## config.mk

```make
export PLATFORM = sky130hd
export DESIGN_NAME = tadq_ram
export DESIGN_NICKNAME = d
export VERILOG_FILES = /design/src/hw/rtl/tree_ancestor_distance_query_macros.svh /design/src/hw/rtl/tadq_ram.sv
export SDC_FILE = /design/constraint.sdc
export NUM_CORES = 2
export LEC_CHECK = 0
export BUFFER_PORTS_ARGS = -buffer_cell sky130_fd_sc_hd__buf_4
export CELL_PAD_IN_SITES_DETAIL_PLACEMENT = 0
export CELL_PAD_IN_SITES_GLOBAL_PLACEMENT = 1
export CORE_UTILIZATION = 40
export CTS_CLUSTER_DIAMETER = 40
export DETAILED_ROUTE_END_ITERATION = 16
export GPL_ROUTABILITY_DRIVEN = 0
export HOLD_SLACK_MARGIN = 0.02
export PLACE_DENSITY_LB_ADDON = 0.1
export SYNTH_ARGS = -nofsm -noshare
export SYNTH_HDL_FRONTEND = slang
export SYNTH_SLANG_ARGS = --single-unit
```

## constraint.sdc

```tcl
create_clock -name clock -period 4.3 [get_ports clock]
set_input_delay 0.43 -clock clock [delete_from_list [all_inputs] [get_ports clock]]
set_output_delay 0.43 -clock clock [all_outputs]
set_load 0.01 [all_outputs]
```

## src/hw/rtl/tree_ancestor_distance_query_macros.svh

```systemverilog
// Assertion macros for the checks in the top-level design file.
`ifndef TREE_ANCESTOR_DISTANCE_QUERY_MACROS_SVH
`define TREE_ANCESTOR_DISTANCE_QUERY_MACROS_SVH

// Same-cycle implication.
`define TADQ_ASSERT_IMPL(label, clk, rst, ante, cons, msg) \
   label: assert property (@(posedge clk) disable iff (rst) (ante) |-> (cons)) \
      else $error(msg);

// Next-cycle implication.
`define TADQ_ASSERT_NEXT(label, clk, rst, ante, cons, msg) \
   label: assert property (@(posedge clk) disable iff (rst) (ante) |=> (cons)) \
      else $error(msg);

`endif

```

## src/hw/rtl/tadq_ram.sv

```systemverilog
module tadq_ram #(
   parameter int WIDTH = 8,
   parameter int DEPTH = 256
) (
   input  logic                     clock,
   input  logic                     wr_en,
   input  logic [$clog2(DEPTH)-1:0] wr_addr,
   input  logic [WIDTH-1:0]         wr_data,
   input  logic                     rd_en,
   input  logic [$clog2(DEPTH)-1:0] rd_addr,
   output logic [WIDTH-1:0]         rd_data
);

   logic [WIDTH-1:0] mem_ff [DEPTH];
   logic [WIDTH-1:0] rd_data_ff;

   always_ff @(posedge clock) begin
      if (wr_en) begin
         mem_ff[wr_addr] <= wr_data;
      end
      if (rd_en) begin
         rd_data_ff <= mem_ff[rd_addr];
      end
   end

   assign rd_data = rd_data_ff;

endmodule

```

# After elaboration in Yosys (flattened, before gate mapping)
# Memories as Yosys holds them, arrays and structs flattened. A register that Yosys moved wholly into a read port is not among the register bits.
# Index checks and enable logic that the tools add are counted.
[op_classes]
mux = 2
[op_table]
columns = ["operator", "count"]
rows = [
  ["$mux 1", 2],
]
[word_totals]
register_bits = 0
ram_bits = 2048
inputBits = 27
n_memories = 1
[mem_list]
columns = ["name", "depth", "word_bits", "rd", "rd_clocked_by_memory_dff", "write_ports", "line", "rtl"]
rows = [
  ["mem_ff", 256, 8, 1, 1, 1, "tadq_ram.sv:14", "logic [WIDTH-1:0] mem_ff [DEPTH];"],
]

# Logic depth before layout (Yosys ltp)
[depth]
word_depth = 2
mapped_depth = 11
mapped_depth_nobuf = 6

# Worst setup path before layout
# No wires, ideal clock.
[synth_path]
path_type = "input-to-reg"
from = "input port rd_addr[0]"
to = "register rd_data_ff[2] (netlist: rd_data[2]), read port of mem_ff, data pin"
setup_ns = 0.269
arrival_ns = 2.237
t_required_ns = 4.031
slack_ns = 1.794
path_stages = 9
n_path_buf = 4
path_cell_list = "buf_6 > buf_12 > buf_8 > buf_2 > mux4_2 > a22oi_1 > a21oi_1 > nor4_1 > nor4_2"
[synth_lines]
columns = ["element", "line", "rtl"]
rows = [
  ["start: declaration", "tadq_ram.sv:10", "input logic [$clog2(DEPTH)-1:0] rd_addr,"],
  ["end: declaration", "tadq_ram.sv:15", "logic [WIDTH-1:0] rd_data_ff;"],
]

==> results.md <==
- Status: finished, final reports clean
- Number of max-cap violations: 0
- Fraction of met1 tracks used by global routing: 0.3231
- Buffer depth of the longest clock path: 4
- Final critical path time including I/O delays and setup: 3.308 ns
- Wirelength per Cell: 31.77 um
- # setup viols final: 0
- Proportion of netlist area held by the largest area contributor: 0.7753
- Count of standard-cell rows: 163
- Synthesized instance count: 3733
- Least setup slack across all paths after layout: 0.9923 ns
- Post-synth net total: 3760
- Slew Limit Fails: 0
- CTS H-tree depth: 5
- Number of vias in the routed layout: 39900
- Pre-CTS worst setup slack: 0.01602 ns
- Setup CP Type: in2reg
- DIE AREA: 200900 um2
- Number of I/O pins: 35
- Capturing element type of the critical path: flop
- Peak Freq: 0.3023 GHz
- Max VDD drop: 405.5 uV
- Initial cell density of the core: 0.4030
- Sw Pwr: 0.01094 W
- Number of hold-slack violations in the final timing report: 0
- Total wire length: 225.0 mm
- Number of instances resized during post-cts repair: 0
- Die X: 448.2 um
- Clk Latency, worst-skew pair: 0.93 ns
- Switching part of the total power: 0.2154
- Via count of the first global-routing pass: 41260
- Power per cell area: 529.6 nW/um2
- DRC violations left: 0
- CTS tree: yes
- Timing startpoint of the critical path: rd_addr[0]
- Setup TNS: 0 ns
- Count of buffers inserted at the top-level ports: 34
- Share of synthesized flip-flops with an asynchronous set or reset: 0
- Startpoint of the tightest hold check path: wr_data[2]
- Proportion of power drawn by flip-flops and latches: 0.436
- Post-CTS Hold Buffers: 5
- FF/Latch Area: 61740 um2
- Via density per instance: 5.634
- Combinational family with the most area after synthesis: multiplexers
- Cell leakage power: 30.58 nW
- Number of enable flip-flop cells after synthesis: 2056
- Overall die height: 448.2 um
- Met2 Usage GRT: 0.3574
- Required time of the critical path: 4.94 ns
- Proportion of synthesized area in mux cells: 0.1460
- Share of final-layout standard cells stronger than drive strength 1: 0.3049
- Crit path arrival time: 3.94 ns
- Final nets: 4215
- Synth Area in XOR/XNOR: 0
- Layer carrying the most global-route usage: met2
- Dominant cell type by area after synthesis: sky130_fd_sc_hd__edfxtp_1
- Most common flop cell mapped by yosys: sky130_fd_sc_hd__edfxtp_1
- Sequential area share after synthesis: 0.7753
- Core region area: 197600 um2
- Int Pwr: 0.03985 W
- Final ANT Viol Nets: 0
- HPWL after detailed placement: 138.7 mm
- Synth Area in Compound Gates: 0.03416
- Final clock skew: 0.04064 ns
- Final worst-path cycle share: 0.7692
- Kind of start point of the critical path: primary input
- Adder-cell area share of the yosys netlist: 0
- CTS Root Cell: sky130_fd_sc_hd__clkbuf_16
- Synthesis Warnings: 0
- P&R area growth vs syn: 20.42%
- Met3 track utilization from global routing: 0.03700
- Worst min-delay path category: in2reg
- Setup repair after global routing missed its margin: false
- Post-Synthesis Mean Instance Area: 21.33 um2
- Post-Synth Simple-Gate Area: 0.02625
- Global router's overall resource usage: 0.2259
- Reg clk slew, reported paths: 0.05 ns
- Overall overflow remaining after global route: 0
- Reg-to-reg startpoint: mem_ff[27][3]
- Number of antenna violations at the first check in global routing: 10
- Filler cell count: 16180
- Wire length of the first global-routing pass: 317.3 mm
- Worst-margin pin slew: 1.337 ns
- Area of the multi-input gates: 16530 um2
- Clk network pwr share: 0.521
- Synth area leaders: sky130_fd_sc_hd__edfxtp_1, sky130_fd_sc_hd__mux4_2, sky130_fd_sc_hd__mux2i_1, sky130_fd_sc_hd__nor2_1, sky130_fd_sc_hd__a22oi_1
- Count of routing violations after the opening detailed-route iteration: 4090
- Post-synth design cell area: 79640 um2
- Post-CTS setup buffers: 0
- CTS sink count: 2056
- Unique masters post-synth: 54
- Power Total: 0.05079 W
- Register bit count reported by yosys: 2056
- Maximum number of pins on one net before global-route repair: 173
- Fraction of power consumed by combinational cells: 0.043
- R2R Setup Slk: 1.05 ns
- Relative slew margins: 0.1062
- CTS buffer count: 335
- Count of TritonRoute iterations in the first routing pass: 5
- Maximum fanout count along the critical path: 21
synth_stat cells (2+ instances only):
| master | instances |
|---|---|
| sky130_fd_sc_hd__a211oi_1 | 16 |
| sky130_fd_sc_hd__nand2_1 | 33 |
| sky130_fd_sc_hd__nand3_1 | 34 |
| sky130_fd_sc_hd__o21ai_0 | 10 |
| sky130_fd_sc_hd__nand3b_1 | 2 |
| sky130_fd_sc_hd__mux4_1 | 2 |
| sky130_fd_sc_hd__and2_1 | 6 |
| sky130_fd_sc_hd__buf_12 | 8 |
| sky130_fd_sc_hd__a21oi_1 | 96 |
| sky130_fd_sc_hd__o21ai_1 | 2 |
| sky130_fd_sc_hd__or2_2 | 4 |
| sky130_fd_sc_hd__nand4_1 | 10 |
| sky130_fd_sc_hd__nor4_2 | 3 |
| sky130_fd_sc_hd__buf_4 | 27 |
| sky130_fd_sc_hd__mux4_2 | 454 |
| sky130_fd_sc_hd__a221oi_1 | 13 |
| sky130_fd_sc_hd__nor2b_1 | 31 |
| sky130_fd_sc_hd__clkbuf_1 | 111 |
| sky130_fd_sc_hd__a2111oi_1 | 2 |
| sky130_fd_sc_hd__buf_6 | 21 |
| sky130_fd_sc_hd__a311oi_1 | 2 |
| sky130_fd_sc_hd__and3b_1 | 2 |
| sky130_fd_sc_hd__nor4_1 | 24 |
| sky130_fd_sc_hd__a31oi_1 | 2 |
| sky130_fd_sc_hd__buf_1 | 22 |
| sky130_fd_sc_hd__a22o_1 | 8 |
| sky130_fd_sc_hd__buf_2 | 31 |
| sky130_fd_sc_hd__o32ai_1 | 4 |
| sky130_fd_sc_hd__o22a_1 | 5 |
| sky130_fd_sc_hd__o211ai_1 | 10 |
| sky130_fd_sc_hd__a22oi_1 | 133 |
| sky130_fd_sc_hd__buf_8 | 13 |
| sky130_fd_sc_hd__nor2_1 | 282 |
| sky130_fd_sc_hd__nor3_1 | 22 |
| sky130_fd_sc_hd__a2111oi_0 | 2 |
| sky130_fd_sc_hd__edfxtp_1 | 2056 |
| sky130_fd_sc_hd__o221ai_1 | 46 |
| sky130_fd_sc_hd__mux2i_1 | 134 |
| sky130_fd_sc_hd__o22ai_1 | 28 |
| sky130_fd_sc_hd__nand2b_1 | 8 |
per-stage QoR:
stage                     hold WS, ns  instance area, um2  utilization  std cells
after floorplan                0.5289               79640            -       3733
final                         0.05708               95900       0.4853       7083
after global placement         0.8167               84770       0.4289       6485
after CTS                     0.02862               95900       0.4852       7081
after detailed placement       0.8162               84770       0.4290       6486
after global routing          0.06219               95900       0.4853       7082
routing by layer:
layer  part of all wire  vias up
li1                   -    16770
met1               0.44    21580
met2               0.48     1202
met3              0.055      355
met4              0.026        0
met5                  0        -
critical path, cell delays in order:
cell and delay, ns:
sky130_fd_sc_hd__buf_8 0.31, sky130_fd_sc_hd__buf_12 0.25, sky130_fd_sc_hd__buf_12 0.24, sky130_fd_sc_hd__mux4_2 0.53, sky130_fd_sc_hd__a22o_1 0.24, sky130_fd_sc_hd__a221oi_1 0.53, sky130_fd_sc_hd__o221ai_1 0.36, sky130_fd_sc_hd__a211oi_1 0.92
sky130_fd_sc_hd__nor4_1 0.08
cells by family (layout without fill, tap and decap cells):
family                 Yosys count  count (layout)
flip-flops                    2056            2056
multiplexers                   591             591
AND/OR/NAND/NOR                466             466
AO/OA/AOI/OAI                  385             385
buffers and inverters          235             943
other                            0               2
layout by cell type, fill, tap and decap left out, drive strengths merged, types with 12 or more instances in the layout:
cell type	Yosys	final
a211oi	16	16
a21oi	96	96
a221oi	14	14
a22oi	133	133
buf	122	346
bufinv	0	40
clkbuf	111	366
clkinv	1	110
clkinvlp	0	43
edfxtp	2056	2056
inv	1	33
mux2i	134	134
mux4	456	456
nand2	33	33
nand3	34	34
nor2	282	282
nor2b	31	31
nor3	22	22
nor4	27	27
o21ai	12	12
o221ai	47	47
o22ai	28	28
flip-flops by register name, indices dropped and copies added (netlist names):
register and count:
rd_data 8, mem_ff 2048
area by class of cell:
| type | instances | area share |
|---|---|---|
| Clock inverter | 224 | 0.02527 |
| Timing Repair Buffer | 351 | 0.03384 |
| Tap cell | 2640 | 0.03444 |
| Inverter | 2 | 0.00007828 |
| Sequential cell | 2056 | 0.6438 |
| Multi-Input combinational cell | 1442 | 0.1723 |
| Antenna cell | 2 | 0.00005219 |
| Clock buffer | 366 | 0.09018 |
final timing paths:
kind,depth (start not counted),endpoint
max,9,rd_data[3]
min,1,mem_ff[122][2]
max reg2reg,6,rd_data[3]
min reg2reg,5,rd_data[2]
power groups by stage:
stage               clock network [W]  logic, W  registers, W
global route                   0.0277   0.00230        0.0221
CTS                            0.0269   0.00222        0.0222
floorplan                           0   0.00107        0.0225
finish                         0.0264   0.00218        0.0222
global placement                    0   0.00220        0.0226
detailed placement                  0   0.00221        0.0226
No activity file was read; power rests on OpenSTA's default activity.
