==> src/hw/rtl/tree_ancestor_distance_query_macros.svh <==
// Assertion macros for the checks in the top-level design file.
`ifndef TREE_ANCESTOR_DISTANCE_QUERY_MACROS_SVH
`define TREE_ANCESTOR_DISTANCE_QUERY_MACROS_SVH

// Same-cycle implication.
`define TADQ_ASSERT_IMPL(label, clk, rst, ante, cons, msg) \
   label: assert property (@(posedge clk) disable iff (rst) (ante) |-> (cons)) \
      else $error(msg);

// Next-cycle implication.
`define TADQ_ASSERT_NEXT(label, clk, rst, ante, cons, msg) \
   label: assert property (@(posedge clk) disable iff (rst) (ante) |=> (cons)) \
      else $error(msg);

`endif

==> src/hw/rtl/tadq_pkg.sv <==
package tadq_pkg;

   localparam int NODE_W  = 10;
   localparam int DEPTH_W = 10;
   localparam int DIST_W  = 11;

   typedef enum logic [1:0] {
      OP_LOAD  = 2'd0,
      OP_BUILD = 2'd1,
      OP_QUERY = 2'd2
   } op_type;

   typedef enum logic [3:0] {
      S_IDLE,
      S_BUILD_RD,
      S_BUILD_MID,
      S_BUILD_WR,
      S_QRY_DA,
      S_QRY_DB,
      S_QRY_CMP,
      S_LIFT,
      S_LIFT_WAIT,
      S_CLIMB_X,
      S_CLIMB_Y,
      S_CLIMB_CHK,
      S_DEP_L,
      S_DIST,
      S_DONE
   } state_type;

   typedef struct packed {
      logic              valid;
      logic [NODE_W-1:0] node;
   } entry_type;

   typedef struct packed {
      logic [NODE_W-1:0] ancestor;
      logic [DIST_W-1:0] distance;
      logic              status;
   } result_type;

   localparam entry_type  ENTRY_NONE = '{valid: 1'b0, node: '0};
   localparam result_type RES_ACK    = '{ancestor: '0, distance: '0, status: 1'b0};
   localparam result_type RES_FAIL   = '{ancestor: '0, distance: '0, status: 1'b1};

endpackage

==> src/hw/rtl/tadq_ctrl.sv <==
module tadq_ctrl #(
   parameter int NODES  = 1024,
   parameter int LEVELS = 10
) (
   input  logic                                  clock,
   input  logic                                  reset,
   input  logic                                  req_valid,
   output logic                                  req_ready,
   input  logic [1:0]                            req_type,
   input  logic [tadq_pkg::NODE_W-1:0]           req_node_a,
   input  logic [tadq_pkg::NODE_W-1:0]           req_node_b,
   input  logic [tadq_pkg::NODE_W-1:0]           req_parent_node,
   input  logic                                  req_has_parent,
   input  logic [tadq_pkg::DEPTH_W-1:0]          req_node_depth,
   output logic                                  res_valid,
   output tadq_pkg::result_type                  res,
   input  logic                                  res_ready,
   output logic                                  tab_wr_en,
   output logic [$clog2(LEVELS+1)+$clog2(NODES)-1:0] tab_wr_addr,
   output tadq_pkg::entry_type                   tab_wr_data,
   output logic                                  tab_rd_en,
   output logic [$clog2(LEVELS+1)+$clog2(NODES)-1:0] tab_rd_addr,
   input  tadq_pkg::entry_type                   tab_rd_data,
   output logic                                  dep_wr_en,
   output logic [$clog2(NODES)-1:0]              dep_wr_addr,
   output logic [tadq_pkg::DEPTH_W-1:0]          dep_wr_data,
   output logic                                  dep_rd_en,
   output logic [$clog2(NODES)-1:0]              dep_rd_addr,
   input  logic [tadq_pkg::DEPTH_W-1:0]          dep_rd_data
);

   localparam int NW = $clog2(NODES);
   localparam int LW = $clog2(LEVELS + 1);
   localparam int XW = NW + tadq_pkg::NODE_W;

   tadq_pkg::state_type  state_ff, state_in;
   logic [LW-1:0]        lv_ff, lv_in;
   logic [NW-1:0]        nd_ff, nd_in;
   logic [tadq_pkg::NODE_W-1:0] a_ff, a_in, b_ff, b_in, hi_ff, hi_in, lo_ff, lo_in;
   logic [tadq_pkg::DEPTH_W-1:0] da_ff, da_in, db_ff, db_in, diff_ff, diff_in;
   tadq_pkg::entry_type  px_ff, px_in;
   logic                 fin_ff, fin_in;
   tadq_pkg::result_type res_ff, res_in;

   logic                 accept;
   logic                 a_ok, b_ok, par_ok;
   logic [LW-1:0]        lv_m1;
   logic                 cmp_ge;
   logic [tadq_pkg::DEPTH_W-1:0] diff_w;
   logic [tadq_pkg::DIST_W:0]    sum_w, twice_w, dist_w;

   function automatic logic [NW-1:0] node_idx(input logic [tadq_pkg::NODE_W-1:0] n);
      logic [XW-1:0] w;
      w = XW'(n);
      return w[NW-1:0];
   endfunction

   assign req_ready = (state_ff == tadq_pkg::S_IDLE);
   assign accept    = req_valid && req_ready;
   assign a_ok      = 32'(req_node_a) < 32'(NODES);
   assign b_ok      = 32'(req_node_b) < 32'(NODES);
   assign par_ok    = 32'(req_parent_node) < 32'(NODES);
   assign lv_m1     = lv_ff - LW'(1);
   assign cmp_ge    = da_ff >= dep_rd_data;
   assign diff_w    = cmp_ge ? da_ff - dep_rd_data : dep_rd_data - da_ff;
   assign sum_w     = (tadq_pkg::DIST_W + 1)'(da_ff) + (tadq_pkg::DIST_W + 1)'(db_ff);
   assign twice_w   = {1'b0, dep_rd_data, 1'b0};
   assign dist_w    = sum_w - twice_w;
   assign res_valid = (state_ff == tadq_pkg::S_DONE);
   assign res       = res_ff;

   always_ff @(posedge clock) begin
      if (reset) begin
         state_ff <= tadq_pkg::S_IDLE;
      end else begin
         state_ff <= state_in;
      end
   end

   always_ff @(posedge clock) begin
      lv_ff   <= lv_in;
      nd_ff   <= nd_in;
      a_ff    <= a_in;
      b_ff    <= b_in;
      hi_ff   <= hi_in;
      lo_ff   <= lo_in;
      da_ff   <= da_in;
      db_ff   <= db_in;
      diff_ff <= diff_in;
      px_ff   <= px_in;
      fin_ff  <= fin_in;
      res_ff  <= res_in;
   end

   always_comb begin
      state_in    = state_ff;
      lv_in       = lv_ff;
      nd_in       = nd_ff;
      a_in        = a_ff;
      b_in        = b_ff;
      hi_in       = hi_ff;
      lo_in       = lo_ff;
      da_in       = da_ff;
      db_in       = db_ff;
      diff_in     = diff_ff;
      px_in       = px_ff;
      fin_in      = fin_ff;
      res_in      = res_ff;
      tab_wr_en   = 1'b0;
      tab_wr_addr = {lv_ff, nd_ff};
      tab_wr_data = tadq_pkg::ENTRY_NONE;
      tab_rd_en   = 1'b0;
      tab_rd_addr = {lv_ff, node_idx(hi_ff)};
      dep_wr_en   = 1'b0;
      dep_wr_addr = node_idx(req_node_a);
      dep_wr_data = req_node_depth;
      dep_rd_en   = 1'b0;
      dep_rd_addr = node_idx(a_ff);

      case (state_ff)
         tadq_pkg::S_IDLE: begin
            if (accept) begin
               res_in   = tadq_pkg::RES_ACK;
               state_in = tadq_pkg::S_DONE;
               case (req_type)
                  tadq_pkg::OP_LOAD: begin
                     if (a_ok) begin
                        tab_wr_en        = 1'b1;
                        tab_wr_addr      = {LW'(0), node_idx(req_node_a)};
                        tab_wr_data.valid = req_has_parent && par_ok;
                        tab_wr_data.node = (req_has_parent && par_ok) ? req_parent_node : '0;
                        dep_wr_en        = 1'b1;
                     end
                  end
                  tadq_pkg::OP_BUILD: begin
                     lv_in    = LW'(1);
                     nd_in    = '0;
                     state_in = tadq_pkg::S_BUILD_RD;
                  end
                  tadq_pkg::OP_QUERY: begin
                     a_in = req_node_a;
                     b_in = req_node_b;
                     if (a_ok && b_ok) begin
                        state_in = tadq_pkg::S_QRY_DA;
                     end else begin
                        res_in = tadq_pkg::RES_FAIL;
                     end
                  end
                  default: begin
                  end
               endcase
            end
         end

         tadq_pkg::S_BUILD_RD: begin
            tab_rd_en   = 1'b1;
            tab_rd_addr = {lv_m1, nd_ff};
            state_in    = tadq_pkg::S_BUILD_MID;
         end

         tadq_pkg::S_BUILD_MID: begin
            if (tab_rd_data.valid) begin
               tab_rd_en   = 1'b1;
               tab_rd_addr = {lv_m1, node_idx(tab_rd_data.node)};
               state_in    = tadq_pkg::S_BUILD_WR;
            end else begin
               tab_wr_en = 1'b1;
               state_in  = tadq_pkg::S_BUILD_RD;
            end
         end

         tadq_pkg::S_BUILD_WR: begin
            tab_wr_en   = 1'b1;
            tab_wr_data = tab_rd_data;
            state_in    = tadq_pkg::S_BUILD_RD;
         end

         tadq_pkg::S_QRY_DA: begin
            dep_rd_en = 1'b1;
            state_in  = tadq_pkg::S_QRY_DB;
         end

         tadq_pkg::S_QRY_DB: begin
            da_in       = dep_rd_data;
            dep_rd_en   = 1'b1;
            dep_rd_addr = node_idx(b_ff);
            state_in    = tadq_pkg::S_QRY_CMP;
         end

         tadq_pkg::S_QRY_CMP: begin
            db_in   = dep_rd_data;
            hi_in   = cmp_ge ? a_ff : b_ff;
            lo_in   = cmp_ge ? b_ff : a_ff;
            diff_in = diff_w;
            lv_in   = '0;
            if ((11'(diff_w) >> (LEVELS + 1)) != 11'd0) begin
               res_in   = tadq_pkg::RES_FAIL;
               state_in = tadq_pkg::S_DONE;
            end else begin
               state_in = tadq_pkg::S_LIFT;
            end
         end

         tadq_pkg::S_LIFT: begin
            if (diff_ff == '0) begin
               fin_in = 1'b0;
               lv_in  = LW'(LEVELS);
               if (hi_ff == lo_ff) begin
                  state_in = tadq_pkg::S_DEP_L;
               end else begin
                  state_in = tadq_pkg::S_CLIMB_X;
               end
            end else if (diff_ff[0]) begin
               tab_rd_en = 1'b1;
               state_in  = tadq_pkg::S_LIFT_WAIT;
            end else begin
               diff_in = diff_ff >> 1;
               lv_in   = lv_ff + 1'b1;
            end
         end

         tadq_pkg::S_LIFT_WAIT: begin
            if (!tab_rd_data.valid) begin
               res_in   = tadq_pkg::RES_FAIL;
               state_in = tadq_pkg::S_DONE;
            end else begin
               hi_in    = tab_rd_data.node;
               diff_in  = diff_ff >> 1;
               lv_in    = lv_ff + 1'b1;
               state_in = tadq_pkg::S_LIFT;
            end
         end

         tadq_pkg::S_CLIMB_X: begin
            tab_rd_en = 1'b1;
            state_in  = tadq_pkg::S_CLIMB_Y;
         end

         tadq_pkg::S_CLIMB_Y: begin
            px_in       = tab_rd_data;
            tab_rd_en   = 1'b1;
            tab_rd_addr = {lv_ff, node_idx(lo_ff)};
            state_in    = tadq_pkg::S_CLIMB_CHK;
         end

         tadq_pkg::S_CLIMB_CHK: begin
            if (fin_ff) begin
               if (!px_ff.valid || (px_ff != tab_rd_data)) begin
                  res_in   = tadq_pkg::RES_FAIL;
                  state_in = tadq_pkg::S_DONE;
               end else begin
                  hi_in    = px_ff.node;
                  state_in = tadq_pkg::S_DEP_L;
               end
            end else begin
               if (px_ff.valid && tab_rd_data.valid && (px_ff != tab_rd_data)) begin
                  hi_in = px_ff.node;
                  lo_in = tab_rd_data.node;
               end
               if (lv_ff == '0) begin
                  fin_in = 1'b1;
               end else begin
                  lv_in = lv_m1;
               end
               state_in = tadq_pkg::S_CLIMB_X;
            end
         end

         tadq_pkg::S_DEP_L: begin
            dep_rd_en   = 1'b1;
            dep_rd_addr = node_idx(hi_ff);
            state_in    = tadq_pkg::S_DIST;
         end

         tadq_pkg::S_DIST: begin
            res_in.ancestor = hi_ff;
            res_in.distance = (sum_w < twice_w) ? '0 : dist_w[tadq_pkg::DIST_W-1:0];
            res_in.status   = 1'b0;
            state_in        = tadq_pkg::S_DONE;
         end

         tadq_pkg::S_DONE: begin
            if (res_ready) begin
               state_in = tadq_pkg::S_IDLE;
            end
         end

         default: begin
            state_in = tadq_pkg::S_IDLE;
         end
      endcase

      // Build advances to the next node once the current entry is written.
      if (tab_wr_en && (state_ff != tadq_pkg::S_IDLE)) begin
         if (nd_ff == NW'(NODES - 1)) begin
            nd_in = '0;
            if (lv_ff == LW'(LEVELS)) begin
               res_in   = tadq_pkg::RES_ACK;
               state_in = tadq_pkg::S_DONE;
            end else begin
               lv_in = lv_ff + 1'b1;
            end
         end else begin
            nd_in = nd_ff + 1'b1;
         end
      end
   end

endmodule

==> config.mk <==
export PLATFORM = sky130hd
export DESIGN_NAME = tadq_ctrl
export DESIGN_NICKNAME = d
export VERILOG_FILES = /design/src/hw/rtl/tree_ancestor_distance_query_macros.svh /design/src/hw/rtl/tadq_pkg.sv /design/src/hw/rtl/tadq_ctrl.sv
export SDC_FILE = /design/constraint.sdc
export NUM_CORES = 1
export LEC_CHECK = 0
export BUFFER_PORTS_ARGS = -buffer_cell sky130_fd_sc_hd__buf_2
export CORE_UTILIZATION = 45
export DETAILED_ROUTE_END_ITERATION = 6
export PLACE_DENSITY = 0.63
export RECOVER_POWER = 50
export SLEW_MARGIN = 20
export SYNTH_ARGS = -nofsm -noshare
export SYNTH_HDL_FRONTEND = slang
export SYNTH_SLANG_ARGS = --single-unit
==> constraint.sdc <==
create_clock -name clock -period 8.75 [get_ports clock]
set_clock_uncertainty 0.05 [all_clocks]
set_input_delay 0.4375 -clock clock [delete_from_list [all_inputs] [get_ports clock]]
set_output_delay 0.4375 -clock clock [all_outputs]
set_load 0.03 [all_outputs]
# After elaboration in Yosys (flattened, before gate mapping)
# Index checks and enable logic that the tools add are counted.
# word_totals
register_bits	122
# classes
n_mux	78
add_sub_neg	7
n_eq_ne	28
order_cmp	2
reduce_logical	27
# op_table
cell	n
10-bit two-way mux	18
22-bit two-way mux	7
22-bit case mux with 4 select lines	1
4-bit two-way mux	19
10-bit case mux with 3 select lines	2
4-bit case mux with 15 select lines	1
14-bit two-way mux	4
14-bit case mux with 3 select lines	1
10-bit case mux with 2 select lines	2
11-bit two-way mux	3
4-bit == test (second input constant)	8
11-bit case mux with 2 select lines	1
4-bit case mux with 5 select lines	1
10-bit subtractor	2
4-bit by 3-bit == test with 1-bit output (second input constant)	4
2-bit != test (second input constant)	6
3-bit AND reduction	4
10-bit by 10-bit adder with 11-bit output	1
11-bit < comparator	1
1-bit two-way mux	11
11-bit != test	1
11-bit subtractor	1
10-bit by 1-bit adder with 10-bit output (second input constant)	1
10-bit == test	1
26 further kinds	41

# Logic depth before layout (Yosys ltp)
# Gate-level depths: netlist (run 1).
# depth
ltp_word	8
mapped_depth	15
depth_no_buf	14

# Least setup slack after synthesis (run 1)
# Ideal clock, no wire load.
# synth_timing
path_kind	reg2reg
start	register da_ff[0] in the netlist's numbering
end	register res_ff, in the netlist res[11]
slack_ps	5150
path_stages_with_launch	16
setup_ps	117
arrival_ps	3433
required_time_ps	8583
path_cell_list	edfxtp_1 -> ha_1 -> fa_1 -> a21o_1 -> a21oi_1 -> nor2b_1 -> o21a_1 -> o41ai_1 -> xnor2_1 -> ha_1 -> a21o_1 -> nor3_1 -> a21oi_1 -> a41o_1 -> buf_2 -> a32o_1
# synth_rtl
element	line_no	text
start, declared	tadq_ctrl.sv:40	logic [tadq_pkg::DEPTH_W-1:0] da_ff, da_in, db_ff, db_in, diff_ff, diff_in;
start signal, assigned	tadq_ctrl.sv:87	da_ff <= da_in;
end signal, assigned	tadq_ctrl.sv:92	res_ff <= res_in;
end, declared	tadq_ctrl.sv:43	tadq_pkg::result_type res_ff, res_in;

# Worst setup path in the final report (run 1)
# layout_timing
start	register state_ff[2]
end	output dep_rd_addr[0]
# layout_via
elab_chain_len	2
word_cells_on_any_way	3
# layout_lines
element	line_no	text
start, declared	tadq_ctrl.sv:36	tadq_pkg::state_type state_ff, state_in;
start signal, assigned	tadq_ctrl.sv:74	state_ff <= tadq_pkg::S_IDLE;
start signal, assigned	tadq_ctrl.sv:76	state_ff <= state_in;
4-bit == test or 4-bit by 3-bit == test with 1-bit output (tied branches)	tadq_ctrl.sv:120	case (state_ff)
10-bit case mux with 2 select lines (*)	tadq_ctrl.sv:120	
end, declared	tadq_ctrl.sv:28	output logic [$clog2(NODES)-1:0] dep_rd_addr,
# Mark *: on every way between the ends. The rest lies on a longest branch, timed or not.

==> results.py, run 1 <==
metrics = {
    "status": {
        "outcome": "complete, but fails checks",
        "violations": "design-rule violations",
    },
    "synth": {
        "synth-edff-count": 92,
        "syn_avg_cell_area_um2": 9.67,
        "synth_nets": 969,
        "ys_warn_count": 0,
        "ys_seq_area_frac": 0.410,
        "synth_top_flop_cell": "edfxtp_1",
        "async_flop_share": 0,
        "synth_seq_cells": 122,
        "syn_inst": 849,
        "ys_types": 73,
        "syn_area_mm2": 0.00821,
    },
    "layout": {
        "diodes": 0,
        "fin_area_mm2": 0.00943,
        "syn_to_final_growth_pct": 14.9,
        "fin_nets": 1080,
        "final_cell_mix": "edfxtp_1 (92), nand2_1 (88), buf_2 (78)",
        "layout_commonest_cell": "edfxtp_1",
        "layout-drive-gt1-share": 0.144,
    },
    "worst_setup_path": {
        "crit_top_cell": "nand2_1",
        "r2r-start": "da_ff[0]",
        "arrival_ns": 4.18,
        "reg2reg_slack_ns": 4.78,
        "critPathMaxFanout": 35,
        "critical_path_class": "reg -> out",
        "cp.depth": 8,
        "cp_slowest_cell": "clkbuf_1",
        "worstReg2RegEnd": "res[6]",
        "startpoint_type": "flip-flop",
        "cp_num_buf_inv": 3,
        "path_cells": "clkbuf_1 -> nand2_1 -> nor2_1 -> clkbuf_1 -> nor2_1 -> nand2_1 -> nand2_1 -> buf_2",
        "crit_path_max_incr_delay_ns": 1.07,
        "path_delay_family": "buffers and inverters",
        "setup.worst_path.end_class": "output port",
        "critPathLaunch": "state_ff[2]",
        "reg2reg_depth": 14,
        "cp.required_ns": 8.26,
    },
    "detailed_routing": {
        "postRouteAntennaNets": 0,
        "drtPass1Iterations": 7,
        "route.detailed.drc": 9,
        "via_per_inst": 5.93,
        "routed_wl_mm": 23.2,
        "drt_iter0_drc": 615,
        "via_count": 7124,
        "wire_per_inst_um": 19.3,
    },
    "clocking": {
        "clkSlewWorstSetupHoldPaths_ns": 0.07,
        "cts.sinks": 122,
        "holdBufCountCts": 0,
        "cts_buffers": 17,
        "clock_latency_ns": 0.42,
        "cts.path.max_buffers": 2,
        "post-cts-setup-buffer-count": 0,
        "htree_levels": 4,
        "ctsResizeCount": 0,
        "cts_tree": "built",
        "root_buffer": "clkbuf_16",
    },
    "floorplanning": {
        "boundaryPins": 165,
        "die_h_um": 137,
        "die_area_mm2": 0.0188,
        "start_util": 0.459,
        "die_w_um": 137,
        "core_mm2": 0.0179,
        "rows": 49,
    },
    "timing": {
        "finalSetupViolCount": 0,
        "period_needed_ns": 4.67,
        "max_freq_ghz": 0.214,
        "rsz0062_at_grt": "no",
        "drv_slew": 0,
        "layout_worst_path_cycle_share": 0.534,
        "slew_headroom": 0.00785,
        "worstMarginPinSlew_ns": 1.49,
        "fin_worst_hold_slack_ns": 0.133,
        "fin_tns_setup_ns": 0,
        "hold_violations": 0,
    },
    "global_routing": {
        "overflow": 0,
        "first_global_vias": 6534,
        "grt_pass1_wl_mm": 35.3,
        "antenna_found_initial": 0,
        "grt_util_all_layers": 0.252,
        "grt_max_degree": 36,
    },
    "power": {
        "p_leak_nw": 3.82,
        "power_density_mw_per_mm2": 282,
        "peakVddDrop_uv": 185,
    },
    "hold_path": {
        "hold_path_class": "in -> reg",
        "hp-start": "req_node_b[9]",
        "hold_path_end": "b_ff[9]",
        "holdPathStages": 1,
    },
    "placed_design": {
        "dpl-instance-area_mm2": 0.00895,
        "port_buffers": 144,
        "place_hpwl_mm": 17.1,
        "gp_congestion": 0.889,
    },
    "job": {
        "drv_cap": 0,
    },
}
==> metal layers <==
layer / GRT usage / part of all wire
met2: 0.402 / 0.48
met4: 0.103 / 0.031
met1: 0.334 / 0.43
met3: 0.0456 / 0.060
met5: 0 / 0
==> final cells by class <==
| class | instances | area (um^2) |
|---|---|---|
| clock buffers | 17 | 425 |
| clock inverters | 15 | 150 |
| fillers | 1685 | 8470 |
| inverters | 43 | 161 |
| multi-input cells | 626 | 4370 |
| flip-flops and latches | 122 | 3360 |
| well taps | 229 | 287 |
| repair buffers | 150 | 672 |
==> power by group <==
group	leakage (nW)	switching, mW	internal, mW
sequential	1.08	0.120	0.735
combinational	2.46	0.739	0.380
clock	0.276	0.311	0.380
total	3.82	1.17	1.49
==> cells in the mapped netlist, types with 3 or more instances <==
cell type	n	area (um^2)
a211oi_1	4	30.0
a21boi_0	4	30.0
a21o_1	9	67.6
a21oi_1	32	160
a221oi_1	3	26.3
a222oi_1	10	100
a22o_1	30	263
a22oi_1	19	143
a31oi_1	6	37.5
a32o_1	4	40.0
and2_1	7	43.8
and3_1	10	62.6
buf_2	13	65.1
buf_4	23	173
clkbuf_1	18	67.6
dfxtp_1	30	601
edfxtp_1	92	2760
fa_1	4	80.1
ha_1	48	601
inv_1	43	161
mux2_2	10	113
mux2i_1	22	220
nand2_1	88	330
nand2b_1	6	37.5
nand3_1	17	85.1
nand4_1	7	43.8
nand4b_1	5	43.8
nor2_1	53	199
nor2b_1	9	56.3
nor3_1	25	125
nor3b_1	3	22.5
nor4_1	6	37.5
o2111ai_1	3	26.3
o211ai_1	4	30.0
o21a_1	15	113
o21ai_0	61	305
o22ai_1	6	37.5
o31a_1	4	35.0
or3_1	10	62.6
xnor2_1	15	131
xor2_1	29	254
==> stage by stage <==
step	utilization	instances	worst slack (ns)	power, mW
after detailed placement	0.500	1170	4.85	1.98
after global routing	0.527	1202	3.73	2.81
after CTS	0.532	1202	4.80	2.68
after floorplan	-	849	5.15	1.67
final	0.527	1202	4.08	2.66
after global placement	0.500	1170	4.91	1.97
==> how the worst max path moves through the flow <==
stage / endpoint / slack [ns]
after floorplan: res[11] / 5.15
after global placement: res[6] / 4.91
after detailed placement: res[6] / 4.85
after CTS: res[6] / 4.80
after global routing: dep_rd_addr[8] / 3.73
final: dep_rd_addr[0] / 4.08
==> sequential cells by signal, summed over array words and instances (netlist names) <==
name / flops
fin_ff: 1
lo_ff: 10
state_ff: 4
hi_ff: 10
res: 22
px_ff: 11
nd_ff: 10
lv_ff: 4
a_ff: 10
db_ff: 10
da_ff: 10
diff_ff: 10
b_ff: 10
==> logic make-up after synthesis <==
group / count (synthesis) / share of synthesized area
multiplexers: 32 / 0.0405
adder cells (fa/ha/maj): 52 / 0.0829
AND/OR/NAND/NOR: 261 / 0.155
AO/OA/AOI/OAI: 237 / 0.205
XOR/XNOR: 44 / 0.0469
buffers and inverters: 101 / 0.0597
flip-flops: 122 / 0.410
==> worst register-to-register path, stage by stage (launching register included) <==
cell and delay [ns]:
edfxtp_1 0.42, ha_1 0.25, fa_1 0.41, a21o_1 0.19, a21oi_1 0.23, nor2b_1 0.08, o21a_1 0.19, o41ai_1 0.42
xnor2_1 0.18, ha_1 0.29, a21o_1 0.21, nor3_1 0.13, a21oi_1 0.12, a41o_1 0.41, a32o_1 0.29
Note: power is estimated with default switching activity, not from simulation.
==> run 2: changes to the inputs <==
Settings changed: PLACE_DENSITY 0.63 to 0.66.
Clock period 8.75 ns to 3.9 ns, I/O delays scaled along.
==> run 2 against run 1 <==
Net effect:
- the flow now finishes without violations
- non-clock buffer count up 41
- sequential share of layout area fell by 1.4 points
- core utilization rose by 2.1 points
- sequential power rose by 130%
- setup slack worse by 3.9 ns
- sequential cell count unchanged
- worst hold slack lost 0.031 ns
- global-route usage is 0.47 points higher
- routed wire length grew 1.1%
- final cell count rose by 3.4%
- first-iteration DRC count up 20%
==> results.py, run 2 (synthesized netlist as in run 1, its figures left out) <==
metrics = {
    "clocking": {
        "cts.sinks": 122,
        "cts_tree": "built",
        "htree_levels": 4,
        "post-cts-setup-buffer-count": 0,
        "cts.path.max_buffers": 2,
        "clock_latency_ns": 0.42,
        "cts_buffers": 17,
        "root_buffer": "clkbuf_16",
        "clkSlewWorstSetupHoldPaths_ns": 0.06,
    },
    "detailed_routing": {
        "via_count": 7258,
        "wire_per_inst_um": 18.9,
        "via_per_inst": 5.84,
        "drt_iter0_drc": 740,
        "route.detailed.drc": 0,
        "routed_wl_mm": 23.5,
        "drtPass1Iterations": 7,
        "postRouteAntennaNets": 0,
    },
    "timing": {
        "period_needed_ns": 3.75,
        "rsz0062_at_grt": "no",
        "layout_worst_path_cycle_share": 0.962,
        "hold_violations": 0,
        "slew_headroom": 0.152,
        "drv_slew": 0,
        "max_freq_ghz": 0.267,
        "fin_tns_setup_ns": 0,
        "finalSetupViolCount": 0,
        "worstMarginPinSlew_ns": 1.27,
    },
    "worst_setup_path": {
        "reg2reg_depth": 14,
        "critPathMaxFanout": 11,
        "path_cells": "ha_1 -> fa_1 -> a21o_1 -> a21oi_1 -> nor2b_1 -> o21a_1 -> o41ai_4 -> xnor2_1 -> ha_1 -> a21o_1 -> nor3_1 -> a21oi_1 -> a41o_2 -> a32o_1",
        "startpoint_type": "flip-flop",
        "cp.required_ns": 4.16,
        "reg2reg_slack_ns": 0.15,
        "arrival_ns": 4.01,
        "crit_path_max_incr_delay_ns": 0.43,
        "cp_slowest_cell": "edfxtp_1",
        "critical_path_class": "reg -> reg",
        "r2r-start": "da_ff[0]",
        "setup.worst_path.end_class": "flip-flop",
        "worstReg2RegEnd": "res[6]",
        "critPathLaunch": "da_ff[0]",
    },
    "global_routing": {
        "first_global_vias": 6817,
        "grt_max_degree": 33,
        "grt_util_all_layers": 0.256,
        "antenna_found_initial": 0,
        "overflow": 0,
        "grt_pass1_wl_mm": 36.3,
    },
    "floorplanning": {
        "boundaryPins": 165,
        "start_util": 0.459,
        "die_area_mm2": 0.0188,
        "core_mm2": 0.0179,
        "rows": 49,
        "die_h_um": 137,
        "die_w_um": 137,
    },
    "layout": {
        "syn_to_final_growth_pct": 19.5,
        "fin_area_mm2": 0.00981,
        "fin_nets": 1121,
        "largest_reg_flops": 22,
        "final_cell_mix": "edfxtp_1 (92), nand2_1 (88), buf_2 (79)",
        "layout_commonest_cell": "edfxtp_1",
        "layout-drive-gt1-share": 0.146,
        "diodes": 0,
    },
    "hold_path": {
        "hold_path_end": "px_ff[9]",
        "hp-start": "tab_rd_data[9]",
        "hold_path_class": "in -> reg",
        "holdPathStages": 1,
    },
    "power": {
        "p_leak_nw": 4.00,
        "peakVddDrop_uv": 471,
        "power_density_mw_per_mm2": 610,
    },
    "placed_design": {
        "dpl-instance-area_mm2": 0.00902,
        "port_buffers": 144,
        "place_hpwl_mm": 17.1,
        "gp_congestion": 0.903,
    },
    "status": {
        "outcome": "finished clean",
    },
    "job": {
        "drv_cap": 0,
    },
}
run 2: layout make-up:
class                           count  area, um^2
Multi-Input combinational cell    626        4380
Fill cell                        1638        8090
Timing Repair Buffer              191        1060
Inverter                           43         161
Tap cell                          229         287
Clock inverter                     11        87.6
Clock buffer                       21         472
Sequential cell                   122        3360
run 2: how the worst max path moves through the flow:
stage,to,slack [ns],depth (start not counted)
after floorplan,res[11],0.30,15
after global placement,res[6],0.1,14
after detailed placement,res[6],0.007,14
after CTS,res[6],0.1,14
after global routing,res[6],0.04,14
final,res[6],0.15,14
run 2: worst max-delay path, delay by kind of cell (launching register included):
| family | cells | cell delay, ns |
|---|---|---|
| AOI/OAI and AO/OA | 8 | 1.82 |
| xor gates and xnor gates | 1 | 0.16 |
| adders and majority gates | 3 | 0.97 |
| DFF | 1 | 0.43 |
| and+or+nand+nor | 2 | 0.20 |
run 2: per-layer routing:
metal | global-route usage | up-vias | part of all wire
met4 | 0.0989 | 0 | 0.029
li1 | - | 3473 | -
met5 | 0 | - | 0
met1 | 0.334 | 3421 | 0.42
met2 | 0.421 | 313 | 0.48
met3 | 0.0467 | 51 | 0.069
run 2: stage by stage:
step	hold WS, ns	utilization	worst slack [ns]	cells	power, mW
2_1_floorplan	0.244	-	0.300	849	3.75
3_3_place_gp	0.323	0.504	0.0997	1180	4.44
3_5_place_dp	0.324	0.504	0.00728	1180	4.46
4_1_cts	0.000679	0.553	0.0997	1243	5.98
5_1_grt	0.0965	0.548	0.0445	1243	6.31
6_report	0.101	0.548	0.149	1243	5.98
run 2: power breakdown:
| part | switching [mW] | total, mW | internal [mW] |
|---|---|---|---|
| combinational | 1.65 | 2.55 | 0.901 |
| sequential | 0.289 | 1.94 | 1.65 |
| clock | 0.619 | 1.49 | 0.876 |
| total | 2.56 | 5.98 | 3.42 |
run 2: what timing repair did:
action | in CTS | in global routing
setup endpoints to repair | 2 | 11
endpoints found under the hold margin | 42 | 0
gates resized for setup | 1 | 2
hold buffers | 31 | 0
==> run 3: changes to the inputs <==
Settings changed: SETUP_SLACK_MARGIN set to 0.4.
==> run 3 against run 2 <==
Net effect:
- critical path depth is 8 lower
- first-iteration DRC count decreased by 7.6%
- global-route usage increased by 0.45 points
- clock power increased by 7%
- sequential cell count stayed put
- register-to-register slack improved by 0.31 ns
- sequential share of layout area is 0.46 points lower
- highest routed layer unchanged
==> results.py, run 3 (synthesized netlist as in run 1, its figures left out) <==
metrics = {
    "clocking": {
        "htree_levels": 4,
        "root_buffer": "clkbuf_16",
        "cts_buffers": 17,
        "cts.path.max_buffers": 2,
        "cts_tree": "built",
        "clock_latency_ns": 0.42,
        "cts.sinks": 122,
        "clkSlewWorstSetupHoldPaths_ns": 0.06,
    },
    "worst_setup_path": {
        "cp.required_ns": 3.65,
        "critPathMaxFanout": 21,
        "setup.worst_path.end_class": "output port",
        "startpoint_type": "flip-flop",
        "path_cells": "nand2b_1 -> nor2_1 -> clkbuf_1 -> a22oi_1 -> nand2_1 -> buf_2",
        "critical_path_class": "reg -> out",
        "cp_slowest_cell": "clkbuf_1",
        "path_delay_family": "buffers and inverters",
        "crit_path_max_incr_delay_ns": 0.95,
        "arrival_ns": 3.27,
        "cp_num_buf_inv": 2,
    },
    "global_routing": {
        "first_global_vias": 6884,
        "grt_util_all_layers": 0.261,
        "grt_max_degree": 33,
        "grt_pass1_wl_mm": 36.9,
        "antenna_found_initial": 0,
        "overflow": 0,
    },
    "layout": {
        "layout-drive-gt1-share": 0.158,
        "layout_commonest_cell": "edfxtp_1",
        "fillers": 1638,
        "syn_to_final_growth_pct": 21.1,
        "multi_input_area_mm2": 0.00442,
        "largest_reg_flops": 22,
        "diodes": 0,
        "utilization": 0.555,
        "seqCellArea_mm2": 0.00336,
        "fin_nets": 1128,
        "final_cell_mix": "edfxtp_1 (92), nand2_1 (88), buf_2 (79)",
    },
    "timing": {
        "worstMarginPinSlew_ns": 1.26,
        "layout_worst_path_cycle_share": 0.901,
        "slew_headroom": 0.162,
        "rsz0062_at_grt": "yes",
        "period_needed_ns": 3.51,
        "max_freq_ghz": 0.285,
        "fin_tns_setup_ns": 0,
        "finalSetupViolCount": 0,
        "hold_violations": 0,
        "drv_slew": 0,
    },
    "detailed_routing": {
        "via_count": 7365,
        "drtPass1Iterations": 5,
        "postRouteAntennaNets": 0,
        "route.detailed.drc": 0,
        "drt_iter0_drc": 684,
        "via_per_inst": 5.89,
        "wire_per_inst_um": 19.1,
        "routed_wl_mm": 23.9,
    },
    "floorplanning": {
        "boundaryPins": 165,
        "start_util": 0.459,
        "die_h_um": 137,
        "rows": 49,
        "die_area_mm2": 0.0188,
        "die_w_um": 137,
        "core_mm2": 0.0179,
    },
    "placed_design": {
        "gp_congestion": 0.910,
        "place_hpwl_mm": 17.3,
        "port_buffers": 144,
    },
    "hold_path": {
        "hold_path_class": "in -> reg",
    },
    "status": {
        "outcome": "finished clean",
    },
    "power": {
        "peakVddDrop_uv": 564,
        "p_leak_nw": 4.06,
        "power_density_mw_per_mm2": 617,
    },
    "job": {
        "drv_cap": 0,
    },
}
## run 3: changes by cell type in the layout (fill, tap and decap cells not counted), sizes merged
cell         before  now
inv              47   54
clkinv            5    1
buf              92   94
clkinvlp          2    0
dlygate4sd3      31   33
a41o              1    2
clkbuf           89   90
## run 3: path summary, 6_finish.rpt
kind / from / end / slack, ns / cells after the start
max: state_ff[0] / dep_rd_addr[0] / 0.39 / 6
min: tab_rd_data[6] / px_ff[6] / 0.12 / 1
max reg2reg: da_ff[0] / res[6] / 0.46 / 14
min reg2reg: res[8] / res[8] / 0.42 / 1
## run 3: timing repair
item / in CTS / in global routing
endpoints found under the hold margin: 44 / 0
cloned: 1 / 0
hold buffers: 33 / 0
pin swaps: 4 / 5
setup buffers: 3 / 2
endpoints found under the setup margin: 11 / 11
resized for setup: 5 / 5
## run 3: per-layer routing
metal | GRT usage | part of all wire | vias to the layer above
met5 | 0 | 0 | -
met4 | 0.103 | 0.030 | 0
met3 | 0.0519 | 0.060 | 49
met2 | 0.424 | 0.48 | 333
met1 | 0.339 | 0.43 | 3492
li1 | - | - | 3491
## run 3: through the flow
step | instance area, um^2 | setup WS, ns | std cells | hold slack (ns) | power (mW)
after global routing | 9940 | 0.222 | 1250 | 0.108 | 6.45
final | 9940 | 0.385 | 1250 | 0.117 | 6.13
after global placement | 9040 | 0.227 | 1179 | 0.322 | 4.45
after CTS | 10000 | 0.411 | 1248 | 0.00573 | 6.13
after detailed placement | 9040 | 0.165 | 1179 | 0.323 | 4.48
after floorplan | 8220 | 0.429 | 849 | 0.244 | 3.76
## run 3: power by group
group | switching, mW | leakage, nW | total, mW | internal, mW
Combinational | 1.66 | 2.68 | 2.59 | 0.927
Clock | 0.669 | 0.298 | 1.60 | 0.935
Sequential | 0.291 | 1.08 | 1.94 | 1.65
Total | 2.62 | 4.06 | 6.13 | 3.51
## run 3: cell type report
class / count / share of cell area
multi-input combinational: 627 / 0.444
sequential: 122 / 0.338
timing repair buffer: 197 / 0.112
clock buffer: 20 / 0.0492
tap: 229 / 0.0288
inverter: 43 / 0.0162
clock inverter: 12 / 0.0111
## run 3: worst register-to-register path, stage by stage, from the launching register on
cell and delay, ns:
edfxtp_1 0.40, ha_2 0.22, fa_2 0.35, a21o_1 0.19
a21oi_2 0.15, nor2b_1 0.06, o21a_1 0.19, o41ai_2 0.28
xnor2_1 0.17, ha_1 0.28, a21o_1 0.23, nor3_2 0.14
a21oi_2 0.11, a41o_4 0.27, a32o_1 0.24
